[config.mk]
export PLATFORM = sky130hd
export DESIGN_NAME = median_deadband_distance_filter_flat
export DESIGN_NICKNAME = d
export VERILOG_FILES = /design/src/rtl/core/mdf_pkg.sv /design/src/rtl/core/mdf_if.sv /design/src/rtl/core/mdf_ctrl.sv /design/src/rtl/core/mdf_dpath.sv /design/src/rtl/core/median_deadband_distance_filter.sv /design/src/flat_wrapper.sv
export SDC_FILE = /design/constraint.sdc
export NUM_CORES = 1
export LEC_CHECK = 0
export BUFFER_PORTS_ARGS = -buffer_cell sky130_fd_sc_hd__clkbuf_2
export CAP_MARGIN = 20
export CORE_ASPECT_RATIO = 1.1
export CORE_MARGIN = 3
export CORE_UTILIZATION = 30
export CTS_BUF_LIST = sky130_fd_sc_hd__clkbuf_8 sky130_fd_sc_hd__clkbuf_16
export DETAILED_ROUTE_END_ITERATION = 16
export PLACE_DENSITY = 0.44
export SLEW_MARGIN = 20
export SYNTH_ARGS = -nofsm -noshare
export SYNTH_HDL_FRONTEND = slang
export SYNTH_HIERARCHICAL = 1
export SYNTH_SLANG_ARGS = --single-unit
[constraint.sdc]
create_clock -name clock -period 7.19 [get_ports clock]
set_clock_uncertainty 0.15 [all_clocks]
set_input_delay 0.719 -clock clock [delete_from_list [all_inputs] [get_ports clock]]
set_output_delay 0.719 -clock clock [all_outputs]
set_load 0.005 [all_outputs]
[src/rtl/core/mdf_pkg.sv]
// Package for the median deadband distance filter: widths, register indexes,
// controller states and the command/status structs between controller and datapath.
// No dependencies.
package mdf_pkg;

   localparam int WINDOW_LEN_DEF = 5;

   localparam int DIST_W   = 16;
   localparam int OFFSET_W = 10;
   localparam int HOLD_W   = 8;
   localparam int FAST_W   = 10;
   localparam int CSR_W    = 10;
   localparam int CSR_IDX_W = 2;

   localparam logic [OFFSET_W-1:0] OFFSET_RST = OFFSET_W'(0);
   localparam logic [HOLD_W-1:0]   HOLD_RST   = HOLD_W'(3);
   localparam logic [FAST_W-1:0]   FAST_RST   = FAST_W'(20);

   typedef enum logic [CSR_IDX_W-1:0] {
      REG_OFFSET = 2'd0,
      REG_HOLD   = 2'd1,
      REG_FAST   = 2'd2
   } csr_reg_type;

   typedef enum logic [1:0] {
      ST_IDLE,
      ST_SCAN,
      ST_DIFF,
      ST_UPDATE
   } state_type;

   typedef struct packed {
      logic load;
      logic scan;
      logic diff;
      logic update;
   } cmd_type;

   typedef struct packed {
      logic scan_last;
      logic out_busy;
   } status_type;

endpackage

[src/rtl/core/mdf_if.sv]
// Handshake interfaces for the sample channel and the result channel.
// Depends on mdf_pkg.
interface mdf_req_if import mdf_pkg::*; ();
   logic              valid;
   logic              ready;
   logic [DIST_W-1:0] raw_distance_cm;
   logic              restart;

   modport source (output valid, raw_distance_cm, restart, input ready);
   modport sink   (input valid, raw_distance_cm, restart, output ready);
endinterface

interface mdf_rsp_if import mdf_pkg::*; ();
   logic              valid;
   logic              ready;
   logic [DIST_W-1:0] median_cm;
   logic [DIST_W-1:0] display_cm;

   modport source (output valid, median_cm, display_cm, input ready);
   modport sink   (input valid, median_cm, display_cm, output ready);
endinterface

[src/rtl/core/mdf_ctrl.sv]
// Controller state machine: accept, rank scan, difference, display update.
// Depends on mdf_pkg.
module mdf_ctrl import mdf_pkg::*; (
   input  logic       clock,
   input  logic       reset,
   input  logic       req_valid,
   output logic       req_ready,
   input  status_type status,
   output cmd_type    cmd
);

   state_type state_ff, state_in;

   always_ff @(posedge clock) begin
      if (reset) begin
         state_ff <= ST_IDLE;
      end else begin
         state_ff <= state_in;
      end
   end

   always_comb begin
      state_in = state_ff;
      unique case (state_ff)
         ST_IDLE: begin
            if (req_valid) state_in = ST_SCAN;
         end
         ST_SCAN: begin
            if (status.scan_last) state_in = ST_DIFF;
         end
         ST_DIFF: begin
            state_in = ST_UPDATE;
         end
         ST_UPDATE: begin
            // hold until the output register is free
            if (!status.out_busy) state_in = ST_IDLE;
         end
         default: begin
            state_in = ST_IDLE;
         end
      endcase
   end

   always_comb begin
      req_ready  = (state_ff == ST_IDLE);
      cmd.load   = (state_ff == ST_IDLE) && req_valid;
      cmd.scan   = (state_ff == ST_SCAN);
      cmd.diff   = (state_ff == ST_DIFF);
      cmd.update = (state_ff == ST_UPDATE) && !status.out_busy;
   end

endmodule

[src/rtl/core/mdf_dpath.sv]
// Datapath: config registers, sample ring, rank-based median scan, display
// smoother and output register. Depends on mdf_pkg.
module mdf_dpath import mdf_pkg::*; #(
   parameter int WINDOW_LEN = WINDOW_LEN_DEF
) (
   input  logic                 clock,
   input  logic                 reset,
   input  logic                 csr_we,
   input  logic [CSR_IDX_W-1:0] csr_index,
   input  logic [CSR_W-1:0]     csr_wdata,
   input  logic [DIST_W-1:0]    req_raw_distance_cm,
   input  logic                 req_restart,
   output logic                 rsp_valid,
   input  logic                 rsp_ready,
   output logic [DIST_W-1:0]    rsp_median_cm,
   output logic [DIST_W-1:0]    rsp_display_cm,
   input  cmd_type              cmd,
   output status_type           status
);

   localparam int IDX_W = $clog2(WINDOW_LEN);
   localparam int CNT_W = $clog2(WINDOW_LEN + 1);
   localparam logic [IDX_W-1:0] LAST_IDX = IDX_W'(WINDOW_LEN - 1);
   localparam logic [CNT_W-1:0] FULL_CNT = CNT_W'(WINDOW_LEN);

   logic [OFFSET_W-1:0] offset_ff;
   logic [HOLD_W-1:0]   hold_ff;
   logic [FAST_W-1:0]   fast_ff;

   logic [DIST_W-1:0] ring_ff [WINDOW_LEN];
   logic [IDX_W-1:0]  slot_ff;
   logic [CNT_W-1:0]  fill_ff;
   logic [IDX_W-1:0]  idx_ff;
   logic              tracking_ff;
   logic [DIST_W-1:0] shown_ff;
   logic [DIST_W-1:0] median_ff;
   logic signed [DIST_W:0] diff_ff;
   logic [DIST_W-1:0] mag_ff;
   logic              out_valid_ff;
   logic [DIST_W-1:0] out_median_ff;
   logic [DIST_W-1:0] out_display_ff;

   logic [DIST_W-1:0] sample;
   logic [IDX_W-1:0]  slot_base;
   logic [DIST_W-1:0] cand;
   logic [CNT_W-1:0]  rank;
   logic              cand_valid;
   logic signed [DIST_W:0] step_half, step_quarter, step;
   logic [DIST_W:0]   shown_sum;
   logic [DIST_W-1:0] shown_in;

   // config registers
   always_ff @(posedge clock) begin
      if (reset) begin
         offset_ff <= OFFSET_RST;
         hold_ff   <= HOLD_RST;
         fast_ff   <= FAST_RST;
      end else if (csr_we) begin
         unique case (csr_index)
            REG_OFFSET: offset_ff <= csr_wdata[OFFSET_W-1:0];
            REG_HOLD:   hold_ff   <= csr_wdata[HOLD_W-1:0];
            REG_FAST:   fast_ff   <= csr_wdata[FAST_W-1:0];
            default: begin
            end
         endcase
      end
   end

   // offset correction floored at zero
   always_comb begin
      if (req_raw_distance_cm > DIST_W'(offset_ff)) begin
         sample = req_raw_distance_cm - DIST_W'(offset_ff);
      end else begin
         sample = '0;
      end
      slot_base = req_restart ? '0 : slot_ff;
   end

   // rank of the candidate: smaller entries plus equal entries at lower slots
   always_comb begin
      cand = ring_ff[idx_ff];
      rank = '0;
      for (int j = 0; j < WINDOW_LEN; j++) begin
         if ((CNT_W'(j) < fill_ff) &&
             ((ring_ff[j] < cand) || ((ring_ff[j] == cand) && (IDX_W'(j) < idx_ff)))) begin
            rank = rank + CNT_W'(1);
         end
      end
      cand_valid = (CNT_W'(idx_ff) < fill_ff);
   end

   // display step, division truncating toward zero
   always_comb begin
      step_half    = $signed(diff_ff + (DIST_W+1)'(diff_ff[DIST_W])) >>> 1;
      step_quarter = $signed(diff_ff + (diff_ff[DIST_W] ? (DIST_W+1)'(3) : '0)) >>> 2;
      if (mag_ff <= DIST_W'(hold_ff)) begin
         step = '0;
      end else if (mag_ff >= DIST_W'(fast_ff)) begin
         step = step_half;
      end else begin
         step = step_quarter;
      end
      shown_sum = {1'b0, shown_ff} + step;
      shown_in  = tracking_ff ? shown_sum[DIST_W-1:0] : median_ff;
   end

   always_ff @(posedge clock) begin
      if (reset) begin
         slot_ff     <= '0;
         fill_ff     <= '0;
         tracking_ff <= 1'b0;
         shown_ff    <= '0;
         idx_ff      <= '0;
      end else begin
         if (cmd.load) begin
            slot_ff <= (slot_base == LAST_IDX) ? '0 : slot_base + IDX_W'(1);
            if (req_restart) begin
               fill_ff     <= CNT_W'(1);
               tracking_ff <= 1'b0;
            end else if (fill_ff != FULL_CNT) begin
               fill_ff <= fill_ff + CNT_W'(1);
            end
            idx_ff <= '0;
         end
         // hold at the last slot so the candidate stays inside the ring
         if (cmd.scan && !status.scan_last) begin
            idx_ff <= idx_ff + IDX_W'(1);
         end
         if (cmd.update) begin
            shown_ff    <= shown_in;
            tracking_ff <= 1'b1;
         end
      end
   end

   always_ff @(posedge clock) begin
      if (cmd.load) begin
         ring_ff[slot_base] <= sample;
      end
      if (cmd.scan && cand_valid && (rank == (fill_ff >> 1))) begin
         median_ff <= cand;
      end
      if (cmd.diff) begin
         diff_ff <= $signed({1'b0, median_ff}) - $signed({1'b0, shown_ff});
         mag_ff  <= (median_ff >= shown_ff) ? median_ff - shown_ff : shown_ff - median_ff;
      end
      if (cmd.update) begin
         out_median_ff  <= median_ff;
         out_display_ff <= shown_in;
      end
   end

   always_ff @(posedge clock) begin
      if (reset) begin
         out_valid_ff <= 1'b0;
      end else if (cmd.update) begin
         out_valid_ff <= 1'b1;
      end else if (rsp_ready) begin
         out_valid_ff <= 1'b0;
      end
   end

   assign status.scan_last = (idx_ff == LAST_IDX);
   assign status.out_busy  = out_valid_ff && !rsp_ready;

   assign rsp_valid      = out_valid_ff;
   assign rsp_median_cm  = out_median_ff;
   assign rsp_display_cm = out_display_ff;

   a_fill_bound: assert property (@(posedge clock) disable iff (reset)
      fill_ff <= FULL_CNT) else $error("fill count above window length");

   a_slot_bound: assert property (@(posedge clock) disable iff (reset)
      slot_ff <= LAST_IDX) else $error("write slot outside ring");

   a_update_free: assert property (@(posedge clock) disable iff (reset)
      cmd.update |-> !(out_valid_ff && !rsp_ready))
      else $error("update would overwrite a waiting result");

   a_update_shows: assert property (@(posedge clock) disable iff (reset)
      cmd.update |=> (out_valid_ff && tracking_ff))
      else $error("update did not present a result");

   a_load_fill: assert property (@(posedge clock) disable iff (reset)
      cmd.load |=> (fill_ff != '0)) else $error("window empty after a sample");

endmodule

[src/rtl/core/median_deadband_distance_filter.sv]
// Median deadband distance filter, top level. An accepted item passes the rank
// scan, which tests one ring entry per cycle, then the difference and update
// steps before its result is valid. A new item is accepted only once the last one
// has left the update step; a stalled result holds the next item in the update
// step. Reset (synchronous, active high) restores the register defaults and
// empties the window. Depends on mdf_pkg, mdf_if, mdf_ctrl and mdf_dpath.
module median_deadband_distance_filter import mdf_pkg::*; #(
   parameter int WINDOW_LEN = WINDOW_LEN_DEF
) (
   input  logic                 clock,
   input  logic                 reset,
   mdf_req_if.sink              req_ch,
   mdf_rsp_if.source            rsp_ch,
   input  logic                 csr_we,
   input  logic [CSR_IDX_W-1:0] csr_index,
   input  logic [CSR_W-1:0]     csr_wdata
);

   cmd_type    cmd;
   status_type status;

   mdf_ctrl u_ctrl (
      .clock     (clock),
      .reset     (reset),
      .req_valid (req_ch.valid),
      .req_ready (req_ch.ready),
      .status    (status),
      .cmd       (cmd)
   );

   mdf_dpath #(
      .WINDOW_LEN (WINDOW_LEN)
   ) u_dpath (
      .clock               (clock),
      .reset               (reset),
      .csr_we              (csr_we),
      .csr_index           (csr_index),
      .csr_wdata           (csr_wdata),
      .req_raw_distance_cm (req_ch.raw_distance_cm),
      .req_restart         (req_ch.restart),
      .rsp_valid           (rsp_ch.valid),
      .rsp_ready           (rsp_ch.ready),
      .rsp_median_cm       (rsp_ch.median_cm),
      .rsp_display_cm      (rsp_ch.display_cm),
      .cmd                 (cmd),
      .status              (status)
   );

endmodule
[src/flat_wrapper.sv]
// flat-port wrapper written by rule: the top's interface ports become plain ports
module median_deadband_distance_filter_flat import mdf_pkg::*;
#(
   parameter int WINDOW_LEN = WINDOW_LEN_DEF
)
  (clock, reset, csr_we, csr_index, csr_wdata, req_ch_valid, req_ch_raw_distance_cm, req_ch_restart, req_ch_ready, rsp_ch_valid, rsp_ch_median_cm, rsp_ch_display_cm, rsp_ch_ready);
  mdf_req_if req_ch_i ();
  mdf_rsp_if rsp_ch_i ();
  input  logic clock;
  input  logic reset;
  input  logic csr_we;
  input  logic [CSR_IDX_W-1:0] csr_index;
  input  logic [CSR_W-1:0] csr_wdata;
  input wire logic [$bits(req_ch_i.valid)-1:0] req_ch_valid;
  input wire logic [$bits(req_ch_i.raw_distance_cm)-1:0] req_ch_raw_distance_cm;
  input wire logic [$bits(req_ch_i.restart)-1:0] req_ch_restart;
  output wire logic [$bits(req_ch_i.ready)-1:0] req_ch_ready;
  output wire logic [$bits(rsp_ch_i.valid)-1:0] rsp_ch_valid;
  output wire logic [$bits(rsp_ch_i.median_cm)-1:0] rsp_ch_median_cm;
  output wire logic [$bits(rsp_ch_i.display_cm)-1:0] rsp_ch_display_cm;
  input wire logic [$bits(rsp_ch_i.ready)-1:0] rsp_ch_ready;
  assign req_ch_i.valid = req_ch_valid;
  assign req_ch_i.raw_distance_cm = req_ch_raw_distance_cm;
  assign req_ch_i.restart = req_ch_restart;
  assign req_ch_ready = req_ch_i.ready;
  assign rsp_ch_valid = rsp_ch_i.valid;
  assign rsp_ch_median_cm = rsp_ch_i.median_cm;
  assign rsp_ch_display_cm = rsp_ch_i.display_cm;
  assign rsp_ch_i.ready = rsp_ch_ready;
  median_deadband_distance_filter #(.WINDOW_LEN(WINDOW_LEN)) u_core (.clock(clock), .reset(reset), .req_ch(req_ch_i), .rsp_ch(rsp_ch_i), .csr_we(csr_we), .csr_index(csr_index), .csr_wdata(csr_wdata));
endmodule
==> results of run 1 <==
worst max-delay path by stage:
stage / from / end / slack, ns / cells after the start
6_report: register / u_core/u_dpath/median_ff[10] / 0.95 / 22
5_1_grt: register / u_core/u_dpath/median_ff[10] / 0.45 / 23
4_1_cts: register / u_core/u_dpath/median_ff[12] / 0.88 / 22
3_5_place_dp: register / u_core/u_dpath/median_ff[0] / 0.93 / 22
3_3_place_gp: register / u_core/u_dpath/median_ff[11] / 1.15 / 21
2_1_floorplan: register / u_core/u_dpath/median_ff[0] / 0.45 / 22
registers in the layout (all words and copies together) (netlist names), 16 cells and up, named ones only:
name,flops
u_core/u_dpath/median_ff,16
u_core/u_dpath/ring_ff,128
u_core/u_dpath/mag_ff,16
u_core/u_dpath/diff_ff,16
u_core/u_dpath/rsp_display_cm,16
u_core/u_dpath/shown_ff,16
u_core/u_dpath/rsp_median_cm,16
metal layers:
layer | vias up | wire (µm) | global-route usage
met5 | - | 0 | 0
met4 | 0 | 1560 | 0.0531
met3 | 72 | 1230 | 0.0172
met2 | 178 | 22000 | 0.276
met1 | 5376 | 18400 | 0.189
li1 | 5485 | - | -
critical path: cells and delay by family, from the launching register on:
kind	cells	cell delay, ns
buffers and inverters	2	0.71
flip-flops	1	0.66
multiplexers	3	1.13
AND/OR/NAND/NOR	4	0.35
AO/OA/AOI/OAI	8	1.46
adder cells (fa/ha/maj)	4	1.17
XOR/XNOR	1	0.25
cell usage in the layout, fill, tap and decap left out, types with 25 or more instances in the layout:
master,netlist,final
edfxtp_1,208,208
ha_1,173,173
nor2_1,139,139
inv_1,113,119
a21oi_1,98,98
nand2_1,82,82
clkbuf_2,0,67
dfxtp_1,60,59
mux2i_1,58,58
o21ai_0,57,57
xnor2_1,43,43
mux4_2,32,32
clkbuf_16,0,31
xor2_1,27,27
nor2b_1,26,25
nor3_1,30,25
nand4_1,25,25
cells by family after synthesis:
family | count (synthesis) | synth area share
buffers and inverters | 160 | 0.0379
and+or+nand+nor | 386 | 0.114
muxes | 101 | 0.0886
AOI/OAI and AO/OA | 291 | 0.118
DFF | 268 | 0.463
xor gates and xnor gates | 71 | 0.0395
adders and majority gates | 177 | 0.140
final cells by class:
cell class,instances,share of cell area
multi-input cells,1026,0.438
flip-flops and latches,268,0.403
well taps,675,0.0457
clock buffers,32,0.0427
repair buffers,88,0.0273
inverters,113,0.0229
clock inverters,26,0.0206
stage by stage:
step	area, µm²	hold WS (ns)	cells	setup slack (ns)	util
final	18500	0.260	2228	0.948	0.351
after global routing	18500	0.251	2228	0.454	0.351
after CTS	18500	0.218	2227	0.880	0.350
after detailed placement	17300	0.332	2169	0.925	0.328
after global placement	17300	0.322	2169	1.15	0.328
after floorplan	16100	0.292	1454	0.451	-
power breakdown:
group	internal [mW]	leakage [nW]	switching [mW]
sequential	1.89	2.37	0.144
combinational	0.693	4.10	0.981
clock	1.12	0.580	0.657
total	3.71	7.05	1.78
==> results.md, run 1 <==
- Initial antenna violation count: 0
- Flop2flop setup slack: 0.95 ns
- Fraction of registers with async set/reset: 0
- Critical path's most frequent cell: ha_1
- Status: completed
- Final setup vio count: 0
- Number of hold violations in the final report: 0
- Most common library cells after synthesis: edfxtp_1, ha_1, nor2_1
- Die Y: about 250 µm
- Synth Net Count: roughly 1700
- Register Area: 7450 µm²
- Critical Path Fanout Max: 22
- IO buf count: 67
- ANT nets after route: 0
- Die area: 56400 µm²
- Startpoint types: register
- Fmax: around 0.16 GHz
- Cell accounting for the most synthesized area: edfxtp_1
- Total grt overflow: 0
- Gpl congestion: 0.833
- Slowest stage delay, CP: 0.66 ns
- Total track usage: 0.153
- Power consumption: 5.49 mW
- Count leader, synth: edfxtp_1
- Drt drc: 0
- Layout cells sized above 1: 0.135
- HP Start: csr_wdata[9]
- Critical Path RT: roughly 7.3 ns
- # diodes: 0
- Hold Crit Class: input port to register
- Final worst-path cycle share: 0.868
- Main flop type after synthesis: edfxtp_1
- Setup TNS: 0 ns
- Maximum level of the CTS H-tree: 1
- Post-route minimum period: 6.24 ns
- Drt first-iter violations: 615
- Fillers: roughly 5200
- Post-Syn Area: 16100 µm²
- Cell variety after synth: 73
- DR WL/cell: 19.4 µm
- Pleak: about 7.1 nW
- DIE WIDTH: 227 µm
- Sink Count: around 270
- WL final: 43.2 mm
- Via density: around 5
- First-pass GRT wire length: 67.3 mm
- DR pass1 iterations: 5
- Vias in the first global route: roughly 11000
- Final-report max-slew violation count: 0
- Hpwl dp: 33.2 mm
- Relative slew slack: 0.274
- Max cap viols: 0
- Area of the multi-input gates: roughly 8100 µm²
- CP Capture Type: register
- PostCTS Resize Cnt: 0
- Largest net degree at the start of global routing: 59
- Total core area: 52700 µm²
- PD cells: between 200 and 300 nW/µm²
- RSZ-0062 raised after global routing: false
- Fin nets: approximately 1700
- Avg Inst Size Synth: 11.1 µm²
- Ports: 68
- Hold Crit Depth: 3
- Post-synthesis sequential area ratio: 0.463
- Peak supply drop: approximately 0.00016 V
- Worst reg2reg path endpoint: u_core/u_dpath/median_ff[10]
- Clk_lat worst skew: 0.59 ns
- Depth of the most critical reg-to-reg path: 22
- Ys Warns: 6
- Top cell type's share of synthesized area: 0.388
- Max Buffers Root-to-Sink: 3
- Post-synth EDFFs: roughly 210
- Critical path class: register to register
- Top cells by area, synth: edfxtp_1, ha_1, dfxtp_1, mux4_2, mux2i_1
- Starting Density: 0.305
- Cells after synthesis: between 1000 and 1500
- CP Cell Sequence: buf_4 -> mux4_2 -> mux2i_1 -> ha_1 -> a21o_1 -> a21o_1 -> a21oi_1 -> nor2b_1 -> o21ai_0 -> nand2_1 -> a21oi_1 -> a21o_1 -> and2_1 -> ha_1 -> xor2_1 -> ha_1 -> mux2_2 -> ha_1 -> or2b_1 -> o311ai_0 -> a2111oi_4 -> buf_4
- Post-synthesis sequential element count: 268
- Row count: 88
- Synthesis-to-finish area growth: 15.0%
- CTS clock-pin slew for the worst setup and hold paths: approximately 0.06 ns
- Worst-Margin Slew: 1.09 ns
- Via count: 11100
- Max stage delay cell, worst path: dfxtp_1
- Hold Path Sink: u_core/u_dpath/offset_ff[9]
- CTS tree: done
- Worst EP arrival: 6.34 ns
- Post-CTS Setup Bufs: 0
- Clk root buf: clkbuf_16
- CTS buffer count: 31
- # hold bufs at CTS: 0
(Power assumes the default switching activity.)
==> run 2: changes to the inputs <==
- CORE_UTILIZATION: 30 -> 57
- PLACE_DENSITY: 0.44 -> 0.75
==> results.md, run 2 (same netlist as run 1, synthesis figures left out) <==
- Status: completed
- Final instance area: 17900 µm²
- Via density: 5.96
- Die area: 30300 µm²
- DIE WIDTH: 166 µm
- Drt first-iter violations: 850
- Largest net degree at the start of global routing: 59
- Final worst-path cycle share: 0.890
- DR pass1 iterations: 5
- Total grt overflow: 0
- Max FFs per register: 128
- Critical Path Fanout Max: 17
- CP Capture Type: register
- Fmax: approximately 0.16 GHz
- Fin nets: 1732
- Total core area: 27400 µm²
- Die Y: between 150 and 200 µm
- Sink Count: 268
- # diodes: 0
- Startpoint types: register
- Relative slew slack: 0.263
- Critical Path RT: 7.28 ns
- PostCTS Resize Cnt: 0
- Total track usage: 0.249
- ANT nets after route: 0
- CTS tree: done
- Max Buffers Root-to-Sink: 3
- Commonest non-fill, non-tap cells in the layout: edfxtp_1, ha_1, nor2_1, inv_1, a21oi_1
- Setup ws final: a little under 0.8 ns
- Hpwl dp: 28.2 mm
- Row count: 63
- Via count: 11300
- Post-CTS Setup Bufs: 0
- DR WL/cell: 20.0 µm
- Commonest non-fill, non-tap cell in the layout: edfxtp_1
- Number of hold violations in the final report: 0
- Layout cells sized above 1: 0.129
- WL final: 38.0 mm
- Hold Crit Class: input port to register
- Synthesis-to-finish area growth: 11.0%
- Flop2flop setup slack: roughly 0.79 ns
- First-pass GRT wire length: 60.8 mm
- # hold bufs at CTS: 0
- Clk_lat worst skew: 0.55 ns
- PD cells: 289 nW/µm²
- Initial antenna violation count: 0
- Largest reg by FF count: u_core/u_dpath/ring_ff
- Post-route minimum period: 6.40 ns
- Peak supply drop: 0.000240 V
- Ports: 68
- Drt drc: 0
- Max cap viols: 0
- Final setup vio count: 0
- CTS clock-pin slew for the worst setup and hold paths: 0.07 ns
- Worst slack at placement: 0.886 ns
- Maximum level of the CTS H-tree: 1
- Worst-Margin Slew: 1.10 ns
- CTS buffer count: 29
- Setup TNS: 0 ns
- RSZ-0062 raised after global routing: false
- Critical path class: register to register
- Starting Density: 0.588
- IO buf count: 67
- Gpl congestion: 0.923
- DP Area: 16900 µm²
- Final-report max-slew violation count: 0
- Vias in the first global route: 11500
- Worst EP arrival: roughly 6.5 ns
- Pleak: 6.93 nW
- Clk root buf: clkbuf_16
[run 2: metal layers]
layer	track usage	routed length, µm	up-vias
li1	-	-	5481
met1	0.312	15700	5485
met2	0.440	18900	285
met3	0.0342	1800	74
met4	0.0938	1490	0
met5	0	0	-
[run 2: area by class of cell]
cell class | instances | area, µm²
Fill cell | 2082 | 9500
Multi-Input combinational cell | 1026 | 8120
Sequential cell | 268 | 7450
Clock buffer | 30 | 739
Timing Repair Buffer | 83 | 463
Tap cell | 357 | 447
Inverter | 113 | 424
Clock inverter | 24 | 216
[run 2: final timing paths]
check                            startpoint                          end  depth (start not counted)
hold reg to reg   u_core/u_dpath/hold_ff[0]    u_core/u_dpath/hold_ff[0]                          1
hold / removal                 csr_wdata[8]  u_core/u_dpath/offset_ff[8]                          3
setup / recovery                   register  u_core/u_dpath/median_ff[8]                         21
setup reg to reg                   register  u_core/u_dpath/median_ff[8]                         21
[run 2: metrics by stage]
step | util | std cells | power (mW) | hold slack, ns
CTS | 0.652 | 1900 | 5.18 | 0.260
global route | 0.653 | 1901 | 5.48 | 0.288
global placement | 0.617 | 1846 | 3.65 | 0.319
floorplan | - | 1454 | 3.23 | 0.292
detailed placement | 0.617 | 1846 | 3.70 | 0.331
finish | 0.653 | 1901 | 5.16 | 0.274
[run 2: critical path, cell delays in order (launching register included)]
cell and delay, ns:
dfxtp_2 0.75, mux4_2 0.57, mux2i_1 0.55, ha_1 0.36
nor2b_1 0.14, o21a_1 0.16, o21a_1 0.17, o21a_1 0.16
o21a_1 0.15, o21ai_0 0.15, nand2b_1 0.07, a21oi_1 0.25
o221a_2 0.24, ha_1 0.24, xor2_1 0.24, ha_1 0.29
mux2_2 0.27, ha_1 0.27, or2b_1 0.09, o311ai_0 0.19
a2111oi_4 0.31, buf_4 0.29
[run 2: power by group]
group,internal (mW),total [mW],switching [mW],leakage (nW)
logic,0.690,1.65,0.960,4.09
registers,1.89,2.04,0.148,2.37
clock network,0.856,1.47,0.616,0.469
